`src/rtl/rc4sc_pkg.sv`:
```
// Shared types, constants and the microcode program of the RC4 stream cipher.
package rc4sc_pkg;

  // Byte and key widths
  localparam int BYTE_W    = 8;
  localparam int KEY_LEN_W = 5;
  localparam int KEY_REG_W = 64;
  localparam int PC_W      = 4;
  localparam int CFG_IDX_W = 2;

  // Configuration register indexes
  localparam logic [CFG_IDX_W-1:0] REG_KEY_LOW    = 2'd0;
  localparam logic [CFG_IDX_W-1:0] REG_KEY_HIGH   = 2'd1;
  localparam logic [CFG_IDX_W-1:0] REG_KEY_LENGTH = 2'd2;

  localparam logic [KEY_LEN_W-1:0] KEY_LEN_RESET = 5'd4;

  // Microcode addresses
  localparam logic [PC_W-1:0] PC_IDLE  = 4'd0;
  localparam logic [PC_W-1:0] PC_B0    = 4'd1;
  localparam logic [PC_W-1:0] PC_B1    = 4'd2;
  localparam logic [PC_W-1:0] PC_B2    = 4'd3;
  localparam logic [PC_W-1:0] PC_B3    = 4'd4;
  localparam logic [PC_W-1:0] PC_B4    = 4'd5;
  localparam logic [PC_W-1:0] PC_OUT   = 4'd6;
  localparam logic [PC_W-1:0] PC_SCHED = 4'd7;
  localparam logic [PC_W-1:0] PC_FILL  = 4'd8;
  localparam logic [PC_W-1:0] PC_K0    = 4'd9;
  localparam logic [PC_W-1:0] PC_K1    = 4'd10;
  localparam logic [PC_W-1:0] PC_K2    = 4'd11;
  localparam logic [PC_W-1:0] PC_K3    = 4'd12;
  localparam logic [PC_W-1:0] PC_END   = 4'd13;

  typedef enum logic [1:0] {
    MEM_NONE,
    MEM_READ,
    MEM_WRITE
  } mem_op_t;

  typedef enum logic [1:0] {
    ADDR_I,
    ADDR_I_NEXT,
    ADDR_J,
    ADDR_J_SUM
  } addr_sel_t;

  // Address mode for the final keystream read is a separate bit (see addr_t)
  typedef enum logic [1:0] {
    WD_I,
    WD_SI,
    WD_SJ
  } wdata_sel_t;

  typedef enum logic [1:0] {
    IOP_HOLD,
    IOP_CLEAR,
    IOP_INC
  } i_op_t;

  typedef enum logic [1:0] {
    JOP_HOLD,
    JOP_CLEAR,
    JOP_SUM
  } j_op_t;

  typedef enum logic [1:0] {
    POS_HOLD,
    POS_CLEAR,
    POS_STEP
  } pos_op_t;

  typedef enum logic [2:0] {
    COND_NEXT,
    COND_JUMP,
    COND_WAIT_IN,
    COND_WAIT_OUT,
    COND_I_NOT_LAST
  } cond_t;

  // One microcode word
  typedef struct packed {
    logic       accept;
    mem_op_t    mem_op;
    addr_sel_t  addr_sel;
    logic       addr_t;     // address is S[i] + S[j] (keystream lookup)
    wdata_sel_t wdata_sel;
    logic       lat_si;
    logic       lat_sj;
    i_op_t      i_op;
    j_op_t      j_op;
    logic       key_add;    // add the current key byte into the j sum
    pos_op_t    pos_op;
    logic       set_keyed;
    logic       load_out;
    cond_t      cond;
    logic [PC_W-1:0] target;
  } ctrl_t;

  // Datapath status back to the sequencer
  typedef struct packed {
    logic need_key;
    logic out_busy;
    logic i_last;
  } stat_t;

  // Microcode program
  function automatic ctrl_t ucode(input logic [PC_W-1:0] pc);
    ctrl_t c;
    c = '0;
    case (pc)
      PC_IDLE: begin
        c.accept = 1'b1;
        c.cond   = COND_WAIT_IN;
        c.target = PC_SCHED;
      end
      // read S[i+1], step i
      PC_B0: begin
        c.mem_op   = MEM_READ;
        c.addr_sel = ADDR_I_NEXT;
        c.i_op     = IOP_INC;
      end
      // j += S[i], read S[j]
      PC_B1: begin
        c.lat_si   = 1'b1;
        c.j_op     = JOP_SUM;
        c.mem_op   = MEM_READ;
        c.addr_sel = ADDR_J_SUM;
      end
      PC_B2: begin
        c.lat_sj    = 1'b1;
        c.mem_op    = MEM_WRITE;
        c.addr_sel  = ADDR_J;
        c.wdata_sel = WD_SI;
      end
      PC_B3: begin
        c.mem_op    = MEM_WRITE;
        c.addr_sel  = ADDR_I;
        c.wdata_sel = WD_SJ;
      end
      PC_B4: begin
        c.mem_op = MEM_READ;
        c.addr_t = 1'b1;
      end
      PC_OUT: begin
        c.load_out = 1'b1;
        c.cond     = COND_WAIT_OUT;
        c.target   = PC_IDLE;
      end
      PC_SCHED: begin
        c.i_op   = IOP_CLEAR;
        c.j_op   = JOP_CLEAR;
        c.pos_op = POS_CLEAR;
      end
      // identity fill
      PC_FILL: begin
        c.mem_op    = MEM_WRITE;
        c.addr_sel  = ADDR_I;
        c.wdata_sel = WD_I;
        c.i_op      = IOP_INC;
        c.cond      = COND_I_NOT_LAST;
        c.target    = PC_FILL;
      end
      // keyed swap loop
      PC_K0: begin
        c.mem_op   = MEM_READ;
        c.addr_sel = ADDR_I;
      end
      PC_K1: begin
        c.lat_si   = 1'b1;
        c.j_op     = JOP_SUM;
        c.key_add  = 1'b1;
        c.mem_op   = MEM_READ;
        c.addr_sel = ADDR_J_SUM;
      end
      PC_K2: begin
        c.lat_sj    = 1'b1;
        c.mem_op    = MEM_WRITE;
        c.addr_sel  = ADDR_J;
        c.wdata_sel = WD_SI;
      end
      PC_K3: begin
        c.mem_op    = MEM_WRITE;
        c.addr_sel  = ADDR_I;
        c.wdata_sel = WD_SJ;
        c.i_op      = IOP_INC;
        c.pos_op    = POS_STEP;
        c.cond      = COND_I_NOT_LAST;
        c.target    = PC_K0;
      end
      PC_END: begin
        c.j_op      = JOP_CLEAR;
        c.set_keyed = 1'b1;
        c.cond      = COND_JUMP;
        c.target    = PC_B0;
      end
      default: begin
        c.cond   = COND_JUMP;
        c.target = PC_IDLE;
      end
    endcase
    return c;
  endfunction

endpackage

```
`src/rtl/rc4sc_seq.sv`:
```
// Microcode sequencer: step counter, control store and jump logic.
module rc4sc_seq (
  input  logic             clk,
  input  logic             rst,
  input  logic             in_valid,
  input  rc4sc_pkg::stat_t stat,
  output rc4sc_pkg::ctrl_t ctrl
);

  logic [rc4sc_pkg::PC_W-1:0] pc;
  logic [rc4sc_pkg::PC_W-1:0] pc_next;
  logic [rc4sc_pkg::PC_W-1:0] pc_inc;

  assign ctrl   = rc4sc_pkg::ucode(pc);
  assign pc_inc = pc + 1'b1;

  // Next step selection
  always_comb begin
    case (ctrl.cond)
      rc4sc_pkg::COND_NEXT:       pc_next = pc_inc;
      rc4sc_pkg::COND_JUMP:       pc_next = ctrl.target;
      rc4sc_pkg::COND_WAIT_IN:    pc_next = !in_valid     ? pc :
                                            stat.need_key ? ctrl.target : pc_inc;
      rc4sc_pkg::COND_WAIT_OUT:   pc_next = stat.out_busy ? pc : ctrl.target;
      rc4sc_pkg::COND_I_NOT_LAST: pc_next = stat.i_last ? pc_inc : ctrl.target;
      default:                    pc_next = rc4sc_pkg::PC_IDLE;
    endcase
  end

  always_ff @(posedge clk) begin
    if (rst) begin
      pc <= rc4sc_pkg::PC_IDLE;
    end else begin
      pc <= pc_next;
    end
  end

endmodule

```
`src/rtl/rc4sc_dp.sv`:
```
// Datapath: permutation memory, index registers, key registers and output register.
module rc4sc_dp #(
  parameter int MAX_KEY_BYTES = 16
) (
  input  logic                                clk,
  input  logic                                rst,
  input  rc4sc_pkg::ctrl_t                    ctrl,
  output rc4sc_pkg::stat_t                    stat,
  input  logic                                in_valid,
  input  logic [rc4sc_pkg::BYTE_W-1:0]        in_byte,
  input  logic                                in_first,
  output logic                                out_valid,
  input  logic                                out_ready,
  output logic [rc4sc_pkg::BYTE_W-1:0]        out_byte,
  input  logic                                cfg_valid,
  input  logic [rc4sc_pkg::CFG_IDX_W-1:0]     cfg_index,
  input  logic [rc4sc_pkg::KEY_REG_W-1:0]     cfg_data
);

  localparam int POS_W = (MAX_KEY_BYTES > 1) ? $clog2(MAX_KEY_BYTES) : 1;
  localparam int BW    = rc4sc_pkg::BYTE_W;
  localparam int LW    = rc4sc_pkg::KEY_LEN_W;

  logic [BW-1:0] sbox [0:(1<<BW)-1];
  logic [BW-1:0] rd;
  logic [BW-1:0] i;
  logic [BW-1:0] j;
  logic [BW-1:0] si;
  logic [BW-1:0] sj;
  logic [BW-1:0] data;
  logic [POS_W-1:0] pos;
  logic          keyed;
  logic [rc4sc_pkg::KEY_REG_W-1:0] key_low;
  logic [rc4sc_pkg::KEY_REG_W-1:0] key_high;
  logic [LW-1:0] key_length;

  logic [2*rc4sc_pkg::KEY_REG_W-1:0] key_all;
  logic [BW-1:0] key_byte;
  logic [BW-1:0] j_sum;
  logic [BW-1:0] addr;
  logic [BW-1:0] wdata;
  logic [LW-1:0] len_eff;
  logic [LW-1:0] pos_inc;
  logic [POS_W-1:0] pos_next;
  logic          in_take;
  logic          out_load;

  // Key byte for the schedule, length clamped to 1..MAX_KEY_BYTES
  assign key_all  = {key_high, key_low};
  assign key_byte = key_all[{pos, 3'b000} +: BW];
  assign len_eff  = (key_length == '0) ? LW'(1) :
                    (key_length > LW'(MAX_KEY_BYTES)) ? LW'(MAX_KEY_BYTES) : key_length;
  assign pos_inc  = LW'(pos) + LW'(1);
  assign pos_next = (pos_inc >= len_eff) ? '0 : pos_inc[POS_W-1:0];

  // j update sum, also used as the read address of S[j]
  assign j_sum = j + rd + (ctrl.key_add ? key_byte : '0);

  // Memory address and write data
  always_comb begin
    if (ctrl.addr_t) begin
      addr = si + sj;
    end else begin
      case (ctrl.addr_sel)
        rc4sc_pkg::ADDR_I:      addr = i;
        rc4sc_pkg::ADDR_I_NEXT: addr = i + 1'b1;
        rc4sc_pkg::ADDR_J:      addr = j;
        rc4sc_pkg::ADDR_J_SUM:  addr = j_sum;
        default:                addr = i;
      endcase
    end
    case (ctrl.wdata_sel)
      rc4sc_pkg::WD_I:  wdata = i;
      rc4sc_pkg::WD_SI: wdata = si;
      rc4sc_pkg::WD_SJ: wdata = sj;
      default:          wdata = i;
    endcase
  end

  assign in_take  = in_valid && ctrl.accept;
  assign out_load = ctrl.load_out && !stat.out_busy;

  assign stat.need_key = in_first || !keyed;
  assign stat.out_busy = out_valid && !out_ready;
  assign stat.i_last   = (i == '1);

  // Permutation memory, single port, registered read
  always_ff @(posedge clk) begin
    if (ctrl.mem_op == rc4sc_pkg::MEM_WRITE) begin
      sbox[addr] <= wdata;
    end
    if (ctrl.mem_op == rc4sc_pkg::MEM_READ) begin
      rd <= sbox[addr];
    end
  end

  // Payload registers
  always_ff @(posedge clk) begin
    if (ctrl.lat_si) begin
      si <= rd;
    end
    if (ctrl.lat_sj) begin
      sj <= rd;
    end
    if (in_take) begin
      data <= in_byte;
    end
    if (out_load) begin
      out_byte <= data ^ rd;
    end
    case (ctrl.pos_op)
      rc4sc_pkg::POS_CLEAR: pos <= '0;
      rc4sc_pkg::POS_STEP:  pos <= pos_next;
      default:              pos <= pos;
    endcase
  end

  // Control state and configuration
  always_ff @(posedge clk) begin
    if (rst) begin
      i          <= '0;
      j          <= '0;
      keyed      <= 1'b0;
      out_valid  <= 1'b0;
      key_low    <= '0;
      key_high   <= '0;
      key_length <= rc4sc_pkg::KEY_LEN_RESET;
    end else begin
      case (ctrl.i_op)
        rc4sc_pkg::IOP_CLEAR: i <= '0;
        rc4sc_pkg::IOP_INC:   i <= i + 1'b1;
        default:              i <= i;
      endcase
      case (ctrl.j_op)
        rc4sc_pkg::JOP_CLEAR: j <= '0;
        rc4sc_pkg::JOP_SUM:   j <= j_sum;
        default:              j <= j;
      endcase
      if (ctrl.set_keyed) begin
        keyed <= 1'b1;
      end
      if (out_load) begin
        out_valid <= 1'b1;
      end else if (out_ready) begin
        out_valid <= 1'b0;
      end
      if (cfg_valid) begin
        case (cfg_index)
          rc4sc_pkg::REG_KEY_LOW:    key_low    <= cfg_data;
          rc4sc_pkg::REG_KEY_HIGH:   key_high   <= cfg_data;
          rc4sc_pkg::REG_KEY_LENGTH: key_length <= cfg_data[LW-1:0];
          default:                   key_length <= key_length;
        endcase
      end
    end
  end

endmodule

```
`src/rtl/rc4_stream_cipher_top.sv`:
```
// RC4 stream cipher top level: microcode sequencer plus datapath.
// On a keyed stream each byte runs IDLE (input taken), B0 to B4 (reads and swap writes
// on the single memory port) and OUT (output register loaded); a new byte is taken only
// back in IDLE, and OUT waits while the output is held. A byte flagged first, or the
// first byte after reset, adds the key schedule: clear, identity fill, keyed swap loop, end.
// Reset clears indexes, keyed flag, key words and output valid and sets key length to 4.
module rc4_stream_cipher_top #(
  parameter int MAX_KEY_BYTES = 16
) (
  input  logic        clk,
  input  logic        rst,
  input  logic        s_axis_tvalid,
  output logic        s_axis_tready,
  input  logic [7:0]  s_axis_tdata,   // [7:0] data_byte
  input  logic        s_axis_tuser,   // [0] first
  output logic        m_axis_tvalid,
  input  logic        m_axis_tready,
  output logic [7:0]  m_axis_tdata,   // [7:0] out_byte
  input  logic        cfg_valid,
  output logic        cfg_ready,
  input  logic [1:0]  cfg_index,
  input  logic [63:0] cfg_data
);

  rc4sc_pkg::ctrl_t ctrl;
  rc4sc_pkg::stat_t stat;

  // no transaction is taken while reset is held
  assign s_axis_tready = ctrl.accept && !rst;
  assign cfg_ready     = !rst;

  rc4sc_seq u_seq (
    .clk      (clk),
    .rst      (rst),
    .in_valid (s_axis_tvalid),
    .stat     (stat),
    .ctrl     (ctrl)
  );

  rc4sc_dp #(
    .MAX_KEY_BYTES (MAX_KEY_BYTES)
  ) u_dp (
    .clk       (clk),
    .rst       (rst),
    .ctrl      (ctrl),
    .stat      (stat),
    .in_valid  (s_axis_tvalid),
    .in_byte   (s_axis_tdata),
    .in_first  (s_axis_tuser),
    .out_valid (m_axis_tvalid),
    .out_ready (m_axis_tready),
    .out_byte  (m_axis_tdata),
    .cfg_valid (cfg_valid),
    .cfg_index (cfg_index),
    .cfg_data  (cfg_data)
  );

endmodule
```
`config.mk`:
```
export PLATFORM = sky130hd
export DESIGN_NAME = rc4_stream_cipher_top
export DESIGN_NICKNAME = d
export VERILOG_FILES = /design/src/rtl/rc4sc_pkg.sv /design/src/rtl/rc4sc_seq.sv /design/src/rtl/rc4sc_dp.sv /design/src/rtl/rc4_stream_cipher_top.sv
export SDC_FILE = /design/constraint.sdc
export NUM_CORES = 2
export LEC_CHECK = 0
export ABC_AREA = 0
export BUFFER_PORTS_ARGS = -buffer_cell sky130_fd_sc_hd__buf_2
export CORE_ASPECT_RATIO = 2
export CORE_MARGIN = 2
export CORE_UTILIZATION = 55
export CTS_CLUSTER_SIZE = 30
export DETAILED_ROUTE_END_ITERATION = 7
export PLACE_DENSITY = 0.71
export SYNTH_ARGS = -nofsm -noshare
export SYNTH_HDL_FRONTEND = slang
export SYNTH_SLANG_ARGS = --single-unit
export TNS_END_PERCENT = 30
```
`constraint.sdc`:
```
create_clock -name clk -period 20.9 [get_ports clk]
set_input_delay 3.135 -clock clk [delete_from_list [all_inputs] [get_ports clk]]
set_output_delay 3.135 -clock clk [all_outputs]
set_load 0.1 [all_outputs]
```
-- After elaboration in Yosys (flattened, before gate mapping)
Memories as Yosys holds them, arrays and structs flattened. A register that Yosys moved wholly into a read port is not among the register bits.
Cells that the tools add are included.
Widths: inputs -> output; s select.
- input bits: 80
- RAM bits: 2048
- logic and storage cells: 122
- output and inout port bits: 11
- memories: 1
- flip-flop bits (word level): 191
- memories (memory ; depth ; bits a word ; rd ports ; clocked after memory_dff ; wr ports ; line ; source):
    u_dp.sbox ; 256 ; 8 ; 1 ; 1 ; 1 ; rc4sc_dp.sv:24 ; logic [BW-1:0] sbox [0:(1<<BW)-1];
- multiplexer cells: 33
- order comparisons: 2
- bitwise gates (word level): 1
- equality and inequality tests: 35
- $add $sub $neg: 6
- reduce and logical (&&, ||, !) cells: 30
- shifts and indexed selects: 1
- operators by type and width (cell ; number):
    $shiftx 128x8->8 ; 1
    $pmux 8 s2 ; 3
    $pmux 7 s6 ; 1
    $pmux 8 s4 ; 1
    $add 8x8->8 ; 3
    $eq 4x4->1 const B ; 6
    $mux 4 ; 5
    $pmux 2 s2 ; 5
    $pmux 4 s5 ; 1
    $eq 2x2->1 const B ; 8
    $eq 4x3->1 const B ; 4
    $mux 8 ; 2
    $eq 2x1->1 const B ; 7
    $mux 1 ; 11
    $mux 5 ; 2
    $reduce_or 5->1 ; 2
    $reduce_or 9->1 ; 1
    $add 8x1->8 const B ; 1
    $eq 4x2->1 const B ; 2
    $eq 8x8->1 const B ; 1
    $pmux 4 s2 ; 1
    $reduce_and 2->1 ; 4
    $reduce_bool 2->1 ; 4
    $reduce_or 2->1 ; 4
    other kinds (19) ; 28

-- Logic depth before layout (Yosys ltp)
- depth after elaboration: 6
- gate-level depth with buffers: 24
- depth with buffers taken out: 19

-- Modules after synthesis
A second synthesis with hierarchy kept.
- cell total of the unflattened synthesis: 7394
- area, all modules: 92150.9 um^2
- by module, submodules not included (module ; area each (um^2) ; seq. area each (um^2) ; cells an instance ; instances):
    rc4sc_dp ; 91534.0 ; 65843.1 ; 7306 ; 1
    rc4sc_seq ; 606.8 ; 80.1 ; 86 ; 1
    rc4_stream_cipher_top ; 10.0 ; 0.0 ; 2 ; 1

-- Worst setup path before layout
Ideal clock, no wire load.
- kind: flip-flop to flip-flop
- start point: register u_seq.pc[0] (netlist bit)
- end point: memory u_dp.sbox[0][0] (netlist bit) (data pin)
- required time: 18.713 ns
- setup slack: 6.812 ns
- buffers on the path: 2
- clock period less this slack: 14.088 ns
- stages on the path, launching flop included: 8
- arrival: 11.900 ns
- library setup time: 2.187 ns
- cells stage by stage: dfxtp_1 ha_1 buf_2 nor2b_1 inv_1 ha_1 clkbuf_1 o21ai_0
- cells in the longest elaborated chain, start to end: 5
- elaborated cells on any way between the ends: 10
- classes of those cells: eq/ne (6); mux (2); reduce/logical (2)
- RTL lines (item ; line ; source):
    start: declaration ; rc4sc_seq.sv:10 ; logic [rc4sc_pkg::PC_W-1:0] pc;
    start signal: assignment ; rc4sc_seq.sv:32 ; pc <= rc4sc_pkg::PC_IDLE;
    start signal: assignment ; rc4sc_seq.sv:34 ; pc <= pc_next;
    $eq 4x3->1 (tied with other cells) ; rc4sc_pkg.sv:110 ; case (pc)
    $reduce_or 2->1 (no source line) ; n/a ;
    $pmux 2 s2 (*) ; rc4sc_pkg.sv:110 ;
    $eq 2x2->1 or $eq 2x1->1 (tied branches) ; rc4sc_dp.sv:72 ; case (ctrl.wdata_sel)
    $pmux 8 s2 (*) ; rc4sc_dp.sv:72 ;
    net u_dp.wdata[0] ; rc4sc_dp.sv:41 ; logic [BW-1:0] wdata;
    end: declaration ; rc4sc_dp.sv:24 ;
The timed path passes the listed nets; every way through them passes the cells marked *.

-- Worst setup path in the final report
- start point: register u_dp.pos[0]
- end point: register u_dp.rd[1] (read register of u_dp.sbox) (data pin)
- cells in the longest elaborated chain, start to end: 5
- RTL lines (item ; line ; source):
    start: declaration ; rc4sc_dp.sv:31 ; logic [POS_W-1:0] pos;
    start signal: assignment ; rc4sc_dp.sv:113 ; rc4sc_pkg::POS_STEP: pos <= pos_next;
    start signal: assignment ; rc4sc_dp.sv:114 ; default: pos <= pos;
    $shiftx 128x8->8 ; rc4sc_dp.sv:50 ; assign key_byte = key_all[{pos, 3'b000} +: BW];
    $mux 8 ; rc4sc_dp.sv:57 ; assign j_sum = j + rd + (ctrl.key_add ? key_byte : '0);
    $add 8x8->8 ; rc4sc_dp.sv:57 ;
    $pmux 8 s4 ; rc4sc_dp.sv:64 ; case (ctrl.addr_sel)
    $mux 8 ; rc4sc_dp.sv:61 ; if (ctrl.addr_t) begin
    end: declaration ; rc4sc_dp.sv:25 ; logic [BW-1:0] rd;
No other way between the ends.
A chain may end at the register's enable or synchronous reset.

==> results.sh <==
export IMPL_slew_headroom=-0.1322
export IMPL_peakVddDrop_mv=0.1745
export IMPL_routedWlPerCell_um=29.09
export IMPL_finalWorstSetupSlack_ns=11.87
export IMPL_crit_required_ns=21.62
export IMPL_path_cells="buf_4 > mux4_2 > mux4_2 > nand2_1 > fa_1 > o32a_2 > nand2_8 > buf_4 > buf_4 > buf_4 > buf_4 > nand2_1 > a21oi_1 > o21ai_0 > a31oi_1 > or4_1 > a221o_1"
export IMPL_grt_pass1_wl_mm=388.5
export IMPL_clkLatencyLatePin_ns=0.85
export IMPL_ys_seq_area_frac=0.7206
export IMPL_finalMaxSlewViolations=4
export IMPL_ys_ff_latch=2247
export IMPL_vias_per_cell=6.577
export IMPL_leakagePower_nw=33.81
export IMPL_dp_slack_ns=12.11
export IMPL_first_pass_iters=8
export IMPL_drc=0
export IMPL_crit_arrival_ns=9.75
export IMPL_crit_slowest_cell="a31oi_1"
export IMPL_min_period_ns=9.027
export IMPL_clk_pin_slew_ns=0.07
export IMPL_netlist_area_mm2=0.09148
export IMPL_cts_tree="built"
export IMPL_synth_edf_count=2092
export IMPL_crit_path_max_incr_delay_ns=1.34
export IMPL_postCtsSetupBuffers=0
export IMPL_ys_warn_count=0
export IMPL_area_growth_pct=8.741
export IMPL_dpl_hpwl_mm=160.1
export IMPL_fp_dieH_um=580.8
export IMPL_worst_path_max_fanout=107
export IMPL_globalRoute_totalOverflow=0
export IMPL_holdBufCountCts=0
export IMPL_hold_viol=0
export IMPL_cts_root_buf="clkbuf_16"
export IMPL_ys_async_sr_fraction=0
export IMPL_htree_levels=4
export IMPL_grt_setup_unrepaired="no"
export IMPL_status="complete, but fails checks"
export IMPL_max_slew_worst_pin_slew_ns=1.690
export IMPL_io_pin_count=91
export IMPL_finish_utilization=0.6019
export IMPL_crit_path_end_kind="register"
export IMPL_ff_latch_area_mm2=0.06592
export IMPL_start_kind="register"
export IMPL_synth_cells=7093
export IMPL_fin_crit_sh=0.4319
export IMPL_nNetsFinal=7081
export IMPL_multi_input_area_mm2=0.02329
export IMPL_fmax_mhz=110.8
export IMPL_powerDensity_mw_per_mm2=144.9
export IMPL_fillers=12370
export IMPL_cp_common_cell="buf_4"
export IMPL_critical_path_class="reg2reg"
export IMPL_cts_buffer_depth=4
export IMPL_die_x_um=292.4
export IMPL_finClkSkew_ns=0.05466
export IMPL_syn_num_nets=7211
export IMPL_antenna_left=0
export IMPL_hp_class="reg2reg"
export IMPL_totalWireLength_mm=269.0
export IMPL_die_area_mm2=0.1698
export IMPL_grt_start_max_net_pins=173
export IMPL_portBuffers=90
export IMPL_core_mm2=0.1653
export IMPL_layout_commonest_cell="edfxtp_1"
export IMPL_netlist_cell_type_count=82
export IMPL_vias=60820
export IMPL_cts_resized_gates=0
export IMPL_clock_sinks=2247
export IMPL_final_layout_size_suffix_gt1_frac=0.08283
export IMPL_power_mw=14.41
export IMPL_synth_ff_type="edfxtp_1"
export IMPL_tns_ns=0
export IMPL_timing_max_cap_violations=1
export IMPL_grt_pass1_vias=59070
export IMPL_violations="max-capacitance violations, max-slew violations"
export IMPL_drt_initial_drc_count=7725
export IMPL_grt_antenna_before_repair=21
export IMPL_setup_viol=0
export IMPL_syn_area_per_cell_um2=12.90
export IMPL_start_util=0.5535
export IMPL_finalWeightedCongestion=0.8991
export IMPL_cts_buffers=186
export IMPL_grt_use_total=0.3109
export IMPL_rows=211
export IMPL_layout_common_cells="2092 x edfxtp_1, 1891 x nand2_1, 353 x nand3_1"
[Yosys cell counts, types with 16 or more instances]
cell type / count / share of area
o21ai_0: 32 / 0.0018
xor2_1: 16 / 0.0015
ha_1: 29 / 0.0040
or3_1: 20 / 0.0014
a31oi_1: 94 / 0.0064
and3_1: 332 / 0.023
nor4_1: 70 / 0.0048
a21oi_1: 186 / 0.010
a22oi_1: 44 / 0.0036
buf_1: 57 / 0.0023
edfxtp_1: 2092 / 0.69
a211oi_1: 238 / 0.020
o22ai_1: 32 / 0.0022
dfxtp_1: 155 / 0.034
buf_4: 24 / 0.0020
clkbuf_1: 291 / 0.012
buf_2: 175 / 0.0096
a311oi_1: 326 / 0.031
mux4_2: 35 / 0.0086
inv_1: 38 / 0.0016
nand3_1: 354 / 0.019
nand2_1: 1892 / 0.078
nor2_1: 306 / 0.013
a32oi_1: 39 / 0.0037
[final timing paths]
| kind | start | to | slack [ns] | cells after the start |
|---|---|---|---|---|
| setup reg to reg | u_dp.pos[0] | u_dp.rd[1] | 11.87 | 17 |
| setup / recovery | u_dp.pos[0] | u_dp.rd[1] | 11.87 | 17 |
| hold / removal | u_dp.key_low[19] | u_dp.key_low[19] | 0.45 | 2 |
| hold reg to reg | u_dp.key_low[19] | u_dp.key_low[19] | 0.45 | 2 |
[cells by family after synthesis]
group | Yosys count | synth area share
AO/OA/AOI/OAI | 1087 | 0.08822
XOR/XNOR | 25 | 0.002394
adder cells (fa/ha/maj) | 38 | 0.005936
buffers and inverters | 592 | 0.02816
flip-flops | 2247 | 0.7206
multiplexers | 51 | 0.01041
AND/OR/NAND/NOR | 3053 | 0.1443
[through the flow]
step / instances / area [um^2] / hold slack (ns)
floorplan: 7093 / 91480 / 0.4322
global placement: 8902 / 93570 / 0.4388
detailed placement: 8905 / 93630 / 0.4452
CTS: 9229 / 99430 / 0.4542
global route: 9241 / 99460 / 0.4701
finish: 9248 / 99480 / 0.4538
[where the power goes]
part           switching (mW)  internal (mW)
Sequential             0.0509           5.04
Clock                    1.58           1.87
Combinational            4.44           1.43
[state kept, by name, indices dropped and copies added (netlist names), 4 cells and up]
name             cells
u_dp.out_byte        8
u_dp.pos             4
u_dp.key_high       64
u_dp.i               8
u_dp.data            8
u_dp.rd              8
u_dp.key_low        64
u_dp.j               8
u_dp.key_length      5
u_dp.sj              8
u_dp.sbox         2048
u_dp.si              8
u_seq.pc             4
[worst max-delay path, delay by kind of cell, from the launching register on]
family	cells	cell delay (ns)
buffers and inverters	5	3.37
AO/OA/AOI/OAI	5	2.17
multiplexers	2	1.15
AND/OR/NAND/NOR	4	1.11
adder cells (fa/ha/maj)	1	0.48
flip-flops	1	0.33
[routing by layer]
metal | up-vias | track usage | wire length [um]
li1 | 26200 | - | -
met1 | 30100 | 0.3531 | 88060
met2 | 3623 | 0.5158 | 131200
met3 | 891 | 0.04856 | 23700
met4 | 8 | 0.2626 | 25980
met5 | - | 0 | 68
[layout make-up]
type / instances / area share
Antenna cell: 19 / 0.0004780
Clock buffer: 239 / 0.04976
Clock inverter: 85 / 0.008540
Inverter: 39 / 0.001472
Multi-Input combinational cell: 4254 / 0.2341
Sequential cell: 2247 / 0.6627
Tap cell: 2130 / 0.02679
Timing Repair Buffer: 235 / 0.01612
Note: power is estimated with default switching activity, not from simulation.
